`src/hdl/c8ic_pkg.sv`:
```
package c8ic_pkg;

  localparam logic [1:0] CMD_LOAD = 2'd0;
  localparam logic [1:0] CMD_STEP = 2'd1;
  localparam logic [1:0] CMD_READ = 2'd2;

  // datapath commands from the controller
  typedef struct packed {
    logic       latch_in;     // capture input word
    logic       mem_rd;       // issue memory read
    logic [1:0] rd_sel;       // 0 item address, 1 pc, 2 pc+1, 3 index+k
    logic       mem_wr;       // write memory
    logic [1:0] wr_sel;       // 0 load data, 1 bcd digit, 2 register k
    logic       cap_hi;       // capture opcode high byte
    logic       cap_lo;       // capture opcode low byte
    logic       cap_rd;       // capture read data
    logic       exec;         // execute decoded opcode
    logic       reg_ld;       // load register k from memory data
    logic       k_clr;        // clear transfer counter
    logic       k_inc;        // advance transfer counter
    logic       fin;          // finish item (timers, pc)
    logic       out_load;     // load output register
  } ctl_t;

  typedef struct packed {
    logic [1:0] cmd;
    logic       halt;
    logic       is_bcd;
    logic       is_st;
    logic       is_ld;
    logic       k_last;
    logic       k_bcd_last;
  } sts_t;

endpackage

```
`src/hdl/c8ic_ctrl.sv`:
```
module c8ic_ctrl (
  input  logic           clk,
  input  logic           rst,
  input  logic           in_valid,
  output logic           in_ready,
  output logic           out_valid,
  input  logic           out_ready,
  input  c8ic_pkg::sts_t sts,
  output c8ic_pkg::ctl_t ctl
);

  typedef enum logic [10:0] {
    S_IDLE  = 11'b00000000001,
    S_DISP  = 11'b00000000010,
    S_RDW   = 11'b00000000100,
    S_F1    = 11'b00000001000,
    S_F2    = 11'b00000010000,
    S_F3    = 11'b00000100000,
    S_EXEC  = 11'b00001000000,
    S_BLK   = 11'b00010000000,
    S_BLKR  = 11'b00100000000,
    S_FIN   = 11'b01000000000,
    S_OUT   = 11'b10000000000
  } state_t;

  state_t state, state_next;

  assign in_ready  = (state == S_IDLE) && !out_valid;

  always_ff @(posedge clk) begin
    if (rst) begin
      state     <= S_IDLE;
      out_valid <= 1'b0;
    end else begin
      state <= state_next;
      if (ctl.out_load) out_valid <= 1'b1;
      else if (out_ready) out_valid <= 1'b0;
    end
  end

  always_comb begin
    ctl        = '0;
    state_next = state;
    unique case (state)
      S_IDLE: begin
        if (in_valid && in_ready) begin
          ctl.latch_in = 1'b1;
          state_next   = S_DISP;
        end
      end
      S_DISP: begin
        case (sts.cmd)
          c8ic_pkg::CMD_LOAD: begin
            ctl.mem_wr = 1'b1;
            ctl.wr_sel = 2'd0;
            state_next = S_OUT;
          end
          c8ic_pkg::CMD_STEP: begin
            ctl.mem_rd = 1'b1;
            ctl.rd_sel = 2'd1;
            state_next = S_F1;
          end
          c8ic_pkg::CMD_READ: begin
            ctl.mem_rd = 1'b1;
            ctl.rd_sel = 2'd0;
            state_next = S_RDW;
          end
          default: state_next = S_OUT;
        endcase
      end
      S_RDW: begin
        ctl.cap_rd = 1'b1;
        state_next = S_OUT;
      end
      S_F1: begin
        ctl.cap_hi = 1'b1;
        ctl.mem_rd = 1'b1;
        ctl.rd_sel = 2'd2;
        state_next = S_F2;
      end
      S_F2: begin
        ctl.cap_lo = 1'b1;
        state_next = S_F3;
      end
      S_F3: begin
        ctl.k_clr = 1'b1;
        if (sts.halt) state_next = S_OUT;
        else if (sts.is_bcd || sts.is_st || sts.is_ld) state_next = S_BLK;
        else state_next = S_EXEC;
      end
      S_EXEC: begin
        ctl.exec   = 1'b1;
        state_next = S_FIN;
      end
      S_BLK: begin
        if (sts.is_ld) begin
          ctl.mem_rd = 1'b1;
          ctl.rd_sel = 2'd3;
          state_next = S_BLKR;
        end else begin
          ctl.mem_wr = 1'b1;
          ctl.wr_sel = sts.is_bcd ? 2'd1 : 2'd2;
          ctl.k_inc  = 1'b1;
          if ((sts.is_bcd && sts.k_bcd_last) || (sts.is_st && sts.k_last))
            state_next = S_FIN;
        end
      end
      S_BLKR: begin
        ctl.reg_ld = 1'b1;
        ctl.k_inc  = 1'b1;
        state_next = sts.k_last ? S_FIN : S_BLK;
      end
      S_FIN: begin
        ctl.fin    = 1'b1;
        state_next = S_OUT;
      end
      S_OUT: begin
        ctl.out_load = 1'b1;
        state_next   = S_IDLE;
      end
      default: state_next = S_IDLE;
    endcase
  end

`ifndef SYNTHESIS
  a_ready_idle: assert property (@(posedge clk) disable iff (rst)
    in_ready |-> state == S_IDLE) else $error("ready outside idle");
  a_one_out: assert property (@(posedge clk) disable iff (rst)
    ctl.out_load |=> out_valid) else $error("result lost");
  a_no_wr_rd: assert property (@(posedge clk) disable iff (rst)
    !(ctl.mem_wr && ctl.mem_rd)) else $error("memory port conflict");
`endif

endmodule

```
`config.mk`:
```
export PLATFORM = sky130hd
export DESIGN_NAME = c8ic_ctrl
export DESIGN_NICKNAME = d
export VERILOG_FILES = /design/src/hdl/c8ic_pkg.sv /design/src/hdl/c8ic_ctrl.sv
export SDC_FILE = /design/constraint.sdc
export NUM_CORES = 1
export LEC_CHECK = 0
export BUFFER_PORTS_ARGS = -buffer_cell sky130_fd_sc_hd__buf_2
export CAP_MARGIN = 20
export CORE_MARGIN = 2
export CORE_UTILIZATION = 35
export DETAILED_ROUTE_END_ITERATION = 10
export PLACE_DENSITY = 0.66
export SKIP_LAST_GASP = 1
export SYNTH_ARGS = -nofsm -noshare
export SYNTH_HDL_FRONTEND = slang
export SYNTH_SLANG_ARGS = --single-unit
```
`constraint.sdc`:
```
create_clock -name clk -period 4.55 [get_ports clk]
set_input_delay 0.6825 -clock clk [delete_from_list [all_inputs] [get_ports clk]]
set_output_delay 0.6825 -clock clk [all_outputs]
set_load 0.02 [all_outputs]
```
# Word-level counts from Yosys, hierarchy flattened
# Index checks and enable logic that the tools add are counted.
word_totals:
  reg_bits: 12
  input_bits: 12
op_classes:
  eq_ne: 15
  muxes: 29
  reduce_logical: 12
op_table:
  columns: ["op", "count"]
  rows:
  - ["case mux 11 bit (9 select lines)", 1]
  - ["two-way mux 11 bit", 4]
  - ["case mux 11 bit (2 select lines)", 1]
  - ["two-way mux 1 bit", 13]
  - ["case mux 3 bit (2 select lines)", 2]
  - ["equality test 11 x 1 -> 1 bit, second input constant", 1]
  - ["equality test 11 x 10 -> 1 bit, second input constant", 1]
  - ["equality test 11 bit, second input constant", 1]
  - ["equality test 11 x 2 -> 1 bit, second input constant", 1]
  - ["equality test 11 x 3 -> 1 bit, second input constant", 1]
  - ["equality test 11 x 4 -> 1 bit, second input constant", 1]
  - ["equality test 11 x 5 -> 1 bit, second input constant", 1]
  - ["equality test 11 x 6 -> 1 bit, second input constant", 1]
  - ["equality test 11 x 7 -> 1 bit, second input constant", 1]
  - ["equality test 11 x 8 -> 1 bit, second input constant", 1]
  - ["equality test 11 x 9 -> 1 bit, second input constant", 1]
  - ["two-way mux 10 bit", 1]
  - ["two-way mux 3 bit", 3]
  - ["case mux 3 bit (3 select lines)", 1]
  - ["two-way mux 8 bit", 1]
  - ["logical AND 1 bit", 4]
  - ["logical OR 1 bit", 3]
  - ["!= test 3 bit, second input constant", 1]
  - ["equality test 2 x 1 -> 1 bit, second input constant", 1]
  - ["9 further kinds", 9]

# Logic depth before layout (Yosys ltp)
# Gate-level depths: netlist (run 1).
logic_depth:
  word_depth: 5
  ltp_mapped: 6
  depth_no_buf: 5

# Least setup slack after synthesis (run 1)
# No wires, ideal clock.
synth_timing:
  path_kind: "register to output"
  startpoint: "register state[0]"
  endpoint: "output port ctl[14] in the netlist's numbering"
  arrival_ns: 2.019
  required_ns: 3.868
  path_slack_ns: 1.849
  path_stages_with_launch: 6
  n_path_buf: 1
  cell_sequence: "dfxtp_1 clkbuf_1 nor3_1 nand2_1 nor4b_1 a21o_1"
synth_rtl:
  columns: ["element", "line_no", "source"]
  rows:
  - ["start, declared", "c8ic_ctrl.sv:26", "state_t state, state_next;"]
  - ["start signal, assigned", "c8ic_ctrl.sv:35", "state <= state_next;"]
  - ["end, declared", "c8ic_ctrl.sv:9", "output c8ic_pkg::ctl_t ctl"]

==> results of run 1 <==
==> how the worst max path moves through the flow <==
stage | start | endpoint | slack, ns | depth (start not counted)
after floorplan | state[0] | ctl[14] | 1.85 | 5
after global placement | sts[2] | ctl[10] | 2.22 | 5
final | state[3] | ctl[12] | 1.90 | 4
after CTS | state[3] | ctl[12] | 1.91 | 4
after detailed placement | sts[2] | ctl[10] | 2.18 | 5
after global routing | state[0] | ctl[14] | 1.79 | 5
==> cell usage after synthesis <==
| master | count |
|---|---|
| a22o_1 | 1 |
| o21ai_0 | 3 |
| a21o_1 | 1 |
| xor2_1 | 4 |
| a41o_1 | 1 |
| and4b_1 | 2 |
| nand3_1 | 3 |
| or4_4 | 2 |
| a2bb2oi_1 | 1 |
| a31o_2 | 1 |
| nor2_1 | 11 |
| o22ai_1 | 1 |
| and2_1 | 3 |
| and3_1 | 4 |
| mux2i_1 | 1 |
| o211ai_1 | 2 |
| inv_1 | 4 |
| o31ai_1 | 1 |
| nor3b_1 | 1 |
| or4b_2 | 1 |
| nor3_1 | 7 |
| dfxtp_1 | 12 |
| a21oi_1 | 1 |
| nand2_1 | 7 |
| a211o_1 | 1 |
| clkbuf_2 | 1 |
| ha_1 | 3 |
| nand2b_1 | 2 |
| o21ba_2 | 2 |
| or2_4 | 1 |
| nand4_1 | 3 |
| nor4_1 | 6 |
| and4_1 | 1 |
| a211oi_2 | 1 |
| or4_1 | 1 |
| nor4b_1 | 2 |
| nor2b_1 | 4 |
| clkbuf_1 | 8 |
| or3_1 | 2 |
| buf_6 | 1 |
==> cell type report <==
class	instances	area [µm²]	share of cell area [%]
multi-input cells	88	586.8	55.31
flip-flops and latches	12	240.2	22.64
clock buffers	4	36.28	3.420
repair buffers	29	145.1	13.68
inverters	4	15.01	1.415
well taps	30	37.54	3.538
==> placed cells by master (no fill, tap or decap), types with 2 or more instances in the layout <==
| cell | count |
|---|---|
| or4_4 | 2 |
| clkbuf_4 | 3 |
| and4b_1 | 2 |
| inv_1 | 4 |
| nor3_1 | 7 |
| o21ai_0 | 3 |
| nand4_1 | 3 |
| and3_1 | 4 |
| nand2_1 | 7 |
| nor4b_1 | 2 |
| nand2b_1 | 2 |
| xor2_1 | 4 |
| ha_1 | 3 |
| or3_1 | 2 |
| nor2b_1 | 4 |
| and2_1 | 3 |
| buf_2 | 29 |
| dfxtp_1 | 12 |
| nor2_1 | 11 |
| nor4_1 | 6 |
| nand3_1 | 3 |
| o21ba_2 | 2 |
| o211ai_1 | 2 |
==> metrics by stage <==
| step | utilization, % | total power [mW] | std cells | worst slack (ns) | cell area [µm²] |
|---|---|---|---|---|---|
| CTS | 43.62 | 0.2537 | 167 | 1.909 | 1061 |
| global placement | 42.13 | 0.1653 | 163 | 2.215 | 1025 |
| detailed placement | 42.13 | 0.1657 | 163 | 2.176 | 1025 |
| floorplan | - | 0.1506 | 114 | 1.849 | 888.4 |
| finish | 43.62 | 0.2529 | 167 | 1.896 | 1061 |
| global route | 43.62 | 0.2641 | 167 | 1.785 | 1061 |
==> tightest hold or removal path, stage by stage (launching register included) <==
cell      delay, ns
dfxtp_1        0.37
nand2b_1       0.16
nor3_1         0.05
==> power breakdown <==
group | switching [mW] | internal, mW
combinational | 0.0277 | 0.0226
sequential | 0.00556 | 0.107
clock | 0.0407 | 0.0488
total | 0.0740 | 0.179
==> logic make-up (layout without fill, tap and decap cells) <==
| group | count (synthesis) | in the layout | share of synthesized area, % |
|---|---|---|---|
| AO/OA/AOI/OAI | 17 | 17 | 15.07 |
| XOR/XNOR | 4 | 4 | 3.943 |
| adder cells (fa/ha/maj) | 3 | 3 | 4.226 |
| multiplexers | 1 | 1 | 1.127 |
| buffers and inverters | 14 | 37 | 6.900 |
| AND/OR/NAND/NOR | 63 | 63 | 41.69 |
| flip-flops | 12 | 12 | 27.04 |
==> routing by layer <==
layer	wire length [µm]	vias to the layer above	part of all wire, %	track usage, %
met5	0	-	0	0
li1	-	465	-	-
met1	980	448	44	21.78
met4	46	0	2.1	8.750
met2	996	50	45	23.29
met3	205	6	9.2	3.279
==> state kept, by name (all words and copies together) (netlist names) <==
register   count
state         11
out_valid      1
==> impl_metrics.ini, run 1 <==
[setup_path]
worstReg2RegStart = state[3]
largest_delay_contributor_family_on_the_critical_path = simple AND/OR/NAND/NOR gates
worst-path-buf-inv = 1
ff2ff_setup_slack_ns = 2.51
worst-r2r-cell-count = 4
worst_path_max_delay_cell = or4_4
slowest_delay_ns = 0.57
type_of_element_capturing_the_critical_path = output port
critical_path_peak_fanout = 8
criticalPathCategory = reg2out
arrival_ns = 1.97
kind_of_start_point_of_the_critical_path = flip-flop
path_cells = or4_4 -> or2_4 -> o31ai_1 -> buf_2
worst_r2r_endpoint = state[9]
cp_data_required_time_ns = 3.87

[floorplanning]
top_level_ports = 30
effective_utilization_at_floorplan_pct = 36.52
std_cell_rows = 18
core_region_area_um2 = 2432
die_w_um = 54.38
design.die.area_um2 = 2957
die_h_um = 54.38

[finish]
insertedDiodeCount = 0
post_route_cells_drive_above_1_share_pct = 29.93
synthToLayoutAreaGrowth_pct = 19.44
nets = 153
filler_cell_count = 255

[clocking]
setup_fix_bufs_post_cts = 0
cts.root.buffer_cell = clkbuf_4
cts-htree-levels = 1
cts_tree = built
cts_resized = 0
ctsLongestPathBuffers = 2
clkLatencyLatePin_ns = 0.28
holdBufCountCts = 0
numCtsBuffers = 3
clkSlewWorstSetupHoldPaths_ns = 0.08
clock_sinks = 12

[routing]
wire_per_inst_um = 13.34
iteration_0_drc_markers = 30
routed_via_density = 5.802
remaining_drc_errors = 0
postRouteWirelength_um = 2228
dr.pass1.iters = 4
vias = 969
detail-route-antenna-nets = 0

[global_routing]
total_grt_overflow = 0
grt_first_pass_wirelength_um = 3374
grt.total_usage_pct = 15.98
antenna_found_initial = 0
grt_start_max_net_pins = 10
grt_pass1_vias = 770

[synthesis]
number_of_standard_cells_after_synthesis = 114
yosys_warnings = 0
ys_seq_elements = 12
synth.avg_cell_area_um2 = 7.793
largest_cells_by_area_after_synthesis = dfxtp_1, nor2_1, ha_1, nor4_1, nor3_1
yosysUniqueCellTypes = 40
synth_largest_type_area_fraction_pct = 27.04
synth_area_um2 = 888.4
yosysSeqAreaShare_pct = 27.04
library_cell_occupying_the_most_area_in_the_post_synthesis_netlist = dfxtp_1
synthesis.nets = 129

[power_and_ir_drop]
static_leakage_power_nw = 0.5357
vdd_ir_drop_max_mv = 0.1140
areal_power_density_over_the_cells_nw_per_um2 = 238.3

[timing]
fmax_mhz = 376.7
slew_viol_final = 0
final_period_minus_worst_setup_slack_ns = 2.654
timing_worst_slew_pin_value_ns = 0.5186
setup-violations-final = 0
slew_headroom_pct = 65.16
fin_skew_ns = 0.0003402
final_min_period_over_clock_period_pct = 58.34
summed_negative_setup_slack_over_all_endpoints_ns = 0
setup_repair_after_global_routing_missed_its_margin = no
timing.final.hold_violations = 0
hold_ws_ns = 0.6213

[hold_path]
whs_path_depth = 2
timing.hold.worst_endpoint = state[1]
class_of_the_tightest_hold_or_removal_check = reg2reg
timing.hold.worst.start = out_valid

[run]
drv_cap = 0

[place]
portBuffers = 29
place.gp.congestion = 0.8299
hpwl_um = 1695

[run_status]
result_of_the_run = finished, final reports clean
No activity file was read; power rests on OpenSTA's default activity.
==> run 2: changes to the inputs <==
==> constraint.sdc (replaced) <==
create_clock -name clk -period 2.55 [get_ports clk]
set_input_delay 0.3825 -clock clk [delete_from_list [all_inputs] [get_ports clk]]
set_output_delay 0.3825 -clock clk [all_outputs]
set_load 0.02 [all_outputs]
==> run 2 against run 1 <==
Routed wire length is 1.1% lower; cell count is 0.60% lower; global-route usage is 0.29 points higher; sequential share of layout area is 0.30 points higher; hold slack worse by 0.22 ns; critical path depth stayed put; utilization is 0.57 points lower; combinational power is 81% higher; design area is 1.3% lower; clock skew is 0.0076 ns higher; critical path type unchanged.
==> impl_metrics.ini, run 2 (synthesized netlist as in run 1, its figures left out) <==
[setup_path]
criticalPathCategory = reg2out
type_of_element_capturing_the_critical_path = output port
worst-r2r-cell-count = 4
cp_data_required_time_ns = 2.17
kind_of_start_point_of_the_critical_path = flip-flop
worst_path_max_delay_cell = nor3_1
arrival_ns = 1.95
path_cells = nor3_1 -> nand2_1 -> nor4_1 -> buf_2
critical_path_peak_fanout = 9
slowest_delay_ns = 0.50

[clocking]
clkSlewWorstSetupHoldPaths_ns = 0.08
ctsLongestPathBuffers = 2
numCtsBuffers = 3
cts_resized = 0
cts-htree-levels = 1
clkLatencyLatePin_ns = 0.28
cts.root.buffer_cell = clkbuf_4
setup_fix_bufs_post_cts = 0
clock_sinks = 12
holdBufCountCts = 0
cts_tree = built

[routing]
wire_per_inst_um = 13.27
routed_via_density = 5.590
postRouteWirelength_um = 2203
vias = 928
remaining_drc_errors = 0
detail-route-antenna-nets = 0
iteration_0_drc_markers = 12
dr.pass1.iters = 4

[floorplanning]
die_w_um = 54.38
effective_utilization_at_floorplan_pct = 36.52
core_region_area_um2 = 2432
die_h_um = 54.38
top_level_ports = 30
std_cell_rows = 18
design.die.area_um2 = 2957

[timing]
slew_headroom_pct = 62.38
final_period_minus_worst_setup_slack_ns = 2.332
timing_worst_slew_pin_value_ns = 0.5600
slew_viol_final = 0
fin_skew_ns = 0.007951
final_min_period_over_clock_period_pct = 91.44
fmax_mhz = 428.9
summed_negative_setup_slack_over_all_endpoints_ns = 0
setup_repair_after_global_routing_missed_its_margin = no
setup-violations-final = 0
timing.final.hold_violations = 0

[global_routing]
antenna_found_initial = 0
grt_first_pass_wirelength_um = 3436
total_grt_overflow = 0
grt.total_usage_pct = 16.28
grt_start_max_net_pins = 10
grt_pass1_vias = 763

[hold_path]
whs_path_depth = 3
class_of_the_tightest_hold_or_removal_check = in2reg

[power_and_ir_drop]
areal_power_density_over_the_cells_nw_per_um2 = 393.6
static_leakage_power_nw = 0.5285
vdd_ir_drop_max_mv = 0.1574

[finish]
largest_register_ff_count = 11
synthToLayoutAreaGrowth_pct = 17.89
finish.utilization_pct = 43.06
final_cell_mix = buf_2, dfxtp_1, nor2_1
post_route_cells_drive_above_1_share_pct = 29.41
layoutNonFillerInstCount = 166
layout_commonest_cell = buf_2
largest-register = state
nets = 153
reg.largest.list = state: 11 flops, out_valid: 1 flops
insertedDiodeCount = 0

[place]
numPlacedInstances = 163
portBuffers = 29
place.gp.congestion = 0.8725
hpwl_um = 1721

[run]
drv_cap = 0

[run_status]
result_of_the_run = finished, final reports clean
==> run 2: cell types whose count changed in the layout (fill, tap and decap cells not counted), sizes merged <==
cell,before,now
clkbuf,4,3
==> run 2: layer usage <==
layer | vias up | wire, µm | GRT usage, %
met3 | 5 | 135 | 3.552
met2 | 31 | 1033 | 25.30
li1 | 461 | - | -
met1 | 431 | 993 | 21.32
met4 | 0 | 40 | 7.500
met5 | - | 0 | 0
==> run 2: through the flow <==
step | hold WS [ns] | instance area (µm²) | setup slack, ns | total power, mW
2_1_floorplan | 0.5376 | 888.4 | 0.1490 | 0.2688
3_3_place_gp | 0.5914 | 1025 | 0.5842 | 0.2954
3_5_place_dp | 0.6182 | 1025 | 0.5172 | 0.2965
4_1_cts | 0.4049 | 1047 | 0.2098 | 0.4167
5_1_grt | 0.4004 | 1047 | 0.03209 | 0.4347
6_report | 0.4045 | 1047 | 0.2182 | 0.4122
==> run 2: final cells by class <==
type	count	area (µm²)
fillers	266	1385
multi-input cells	88	586.8
flip-flops and latches	12	240.2
repair buffers	29	145.1
well taps	30	37.54
clock buffers	3	22.52
inverters	4	15.01
==> run 2: path summary, 6_finish.rpt <==
kind	from	to	slack (ns)
worst min register to register	out_valid	state[1]	0.62
worst min-delay path	in_valid	state[1]	0.40
worst max register to register	state[3]	state[9]	0.54
worst max-delay path	state[0]	ctl[8]	0.22
==> run 2: power by group <==
part           switching [mW]  total, mW  internal [mW]
Combinational          0.0507     0.0910         0.0403
Clock                  0.0647      0.119         0.0547
Sequential            0.00994      0.202          0.192
==> run 2: critical path, delay by kind of cell (launching register included) <==
kind,cells,cell delay (ns)
and+or+nand+nor,3,1.04
buffers and inverters,1,0.24
DFF,1,0.38
==> run 3: changes to the inputs <==
--- a/config.mk
+++ b/config.mk
@@ -7,6 +7,7 @@
 export LEC_CHECK = 0
 export BUFFER_PORTS_ARGS = -buffer_cell sky130_fd_sc_hd__buf_2
 export CAP_MARGIN = 20
+export CORE_ASPECT_RATIO = 1.75
 export CORE_MARGIN = 2
 export CORE_UTILIZATION = 35
 export DETAILED_ROUTE_END_ITERATION = 10
==> run 3 against run 2 <==
Die area up 0.54%; largest cell class unchanged; cell count down 1.8%; highest routed layer unchanged; design area up 2.0%.
==> impl_metrics.ini, run 3 (synthesized netlist as in run 1, its figures left out) <==
[hold_path]
class_of_the_tightest_hold_or_removal_check = in2reg
timing.hold.worst_endpoint = state[9]
whs_path_depth = 3
timing.hold.worst.start = sts[1]

[finish]
layout_commonest_cell = buf_2
filler_cell_count = 274
nets = 154
largest-register = state
reg.largest.list = state: 11 flops, out_valid: 1 flops
synthToLayoutAreaGrowth_pct = 20.28
insertedDiodeCount = 0
final_cell_mix = buf_2, dfxtp_1, nor2_1
fin_area_um2 = 1069
largest_register_ff_count = 11
post_route_cells_drive_above_1_share_pct = 29.93
layoutNonFillerInstCount = 163

[floorplanning]
design.die.area_um2 = 2973
core_region_area_um2 = 2462
top_level_ports = 30
die_w_um = 42.09
effective_utilization_at_floorplan_pct = 36.08
die_h_um = 70.65
std_cell_rows = 24

[place]
numPlacedInstances = 160
place.gp.congestion = 0.8848
hpwl_um = 1831
detailed_place.area_um2 = 1027
portBuffers = 29

[global_routing]
grt_pass1_vias = 871
antenna_found_initial = 0
grt_start_max_net_pins = 10
grt_first_pass_wirelength_um = 3995
total_grt_overflow = 0
grt.total_usage_pct = 17.44

[setup_path]
worstReg2RegStart = state[3]
arrival_ns = 1.90
critical_path_peak_fanout = 8
worst-r2r-cell-count = 4
criticalPathCategory = reg2out
type_of_element_capturing_the_critical_path = output port
cp_data_required_time_ns = 2.17
ff2ff_setup_slack_ns = 0.55
worst_r2r_endpoint = state[9]
kind_of_start_point_of_the_critical_path = flip-flop

[clocking]
ctsLongestPathBuffers = 2
cts.root.buffer_cell = clkbuf_8
cts_tree = built
clkLatencyLatePin_ns = 0.24
clock_sinks = 12
holdBufCountCts = 0
cts_resized = 0
cts-htree-levels = 1
numCtsBuffers = 3
setup_fix_bufs_post_cts = 0
clkSlewWorstSetupHoldPaths_ns = 0.06

[run]
drv_cap = 0

[routing]
wire_per_inst_um = 14.53
remaining_drc_errors = 0
detail-route-antenna-nets = 0
postRouteWirelength_um = 2369
iteration_0_drc_markers = 20
dr.pass1.iters = 4
vias = 923
routed_via_density = 5.663

[timing]
setup_repair_after_global_routing_missed_its_margin = no
final_period_minus_worst_setup_slack_ns = 2.286
slew_viol_final = 0
summed_negative_setup_slack_over_all_endpoints_ns = 0
final_min_period_over_clock_period_pct = 89.63
timing_worst_slew_pin_value_ns = 0.5146
fin_skew_ns = 0.003744
slew_headroom_pct = 65.43
timing.final.hold_violations = 0
setup-violations-final = 0
fmax_mhz = 437.5

[power_and_ir_drop]
vdd_ir_drop_max_mv = 0.2569
areal_power_density_over_the_cells_nw_per_um2 = 444.8
static_leakage_power_nw = 0.5415
fin_total_pwr_mw = 0.4752

[run_status]
result_of_the_run = finished, final reports clean
-- run 3: cell count changes in the layout (fill, tap and decap cells not counted), sizes merged --
cell,before,now
buf,29,30
-- run 3: report_power, final --
part	total (mW)	leakage, nW	internal (mW)	switching [mW]
Combinational	0.0939	0.423	0.0432	0.0508
Sequential	0.203	0.0971	0.192	0.0111
Clock	0.178	0.0216	0.104	0.0737
-- run 3: layout make-up --
| class | count | area (µm²) | share of cell area, % |
|---|---|---|---|
| tap | 26 | 32.53 | 3.045 |
| sequential | 12 | 240.2 | 22.48 |
| inverter | 4 | 15.01 | 1.405 |
| multi-input combinational | 88 | 586.8 | 54.92 |
| clock buffer | 3 | 41.29 | 3.864 |
| timing repair buffer | 30 | 152.6 | 14.29 |
-- run 3: critical path, stage by stage, from the launching register on --
cell and delay, ns:
dfxtp_1 0.45, or4b_2 0.63, nor3_1 0.34, buf_2 0.24
-- run 3: worst max path at each step --
stage	end	slack (ns)	startpoint
final	ctl[3]	0.26	state[5]
after CTS	ctl[12]	0.27	state[3]
after global routing	ctl[3]	0.18	state[5]
after detailed placement	ctl[12]	0.53	state[3]
after floorplan	ctl[14]	0.15	state[0]
after global placement	ctl[12]	0.52	state[3]
-- run 3: stage by stage --
step	hold WS (ns)	setup slack, ns	util (%)
2_1_floorplan	0.5376	0.1490	-
3_3_place_gp	0.5881	0.5209	41.72
3_5_place_dp	0.5951	0.5297	41.72
4_1_cts	0.4281	0.2664	43.39
5_1_grt	0.4535	0.1807	43.39
6_report	0.4305	0.2644	43.39
-- run 3: per-layer routing --
metal / routed length, µm / global-route usage, % / up-vias
li1: - / - / 460
met1: 914 / 19.25 / 420
met2: 1274 / 31.77 / 39
met3: 128 / 1.786 / 4
met4: 52 / 9.375 / 0
met5: 0 / 0 / -
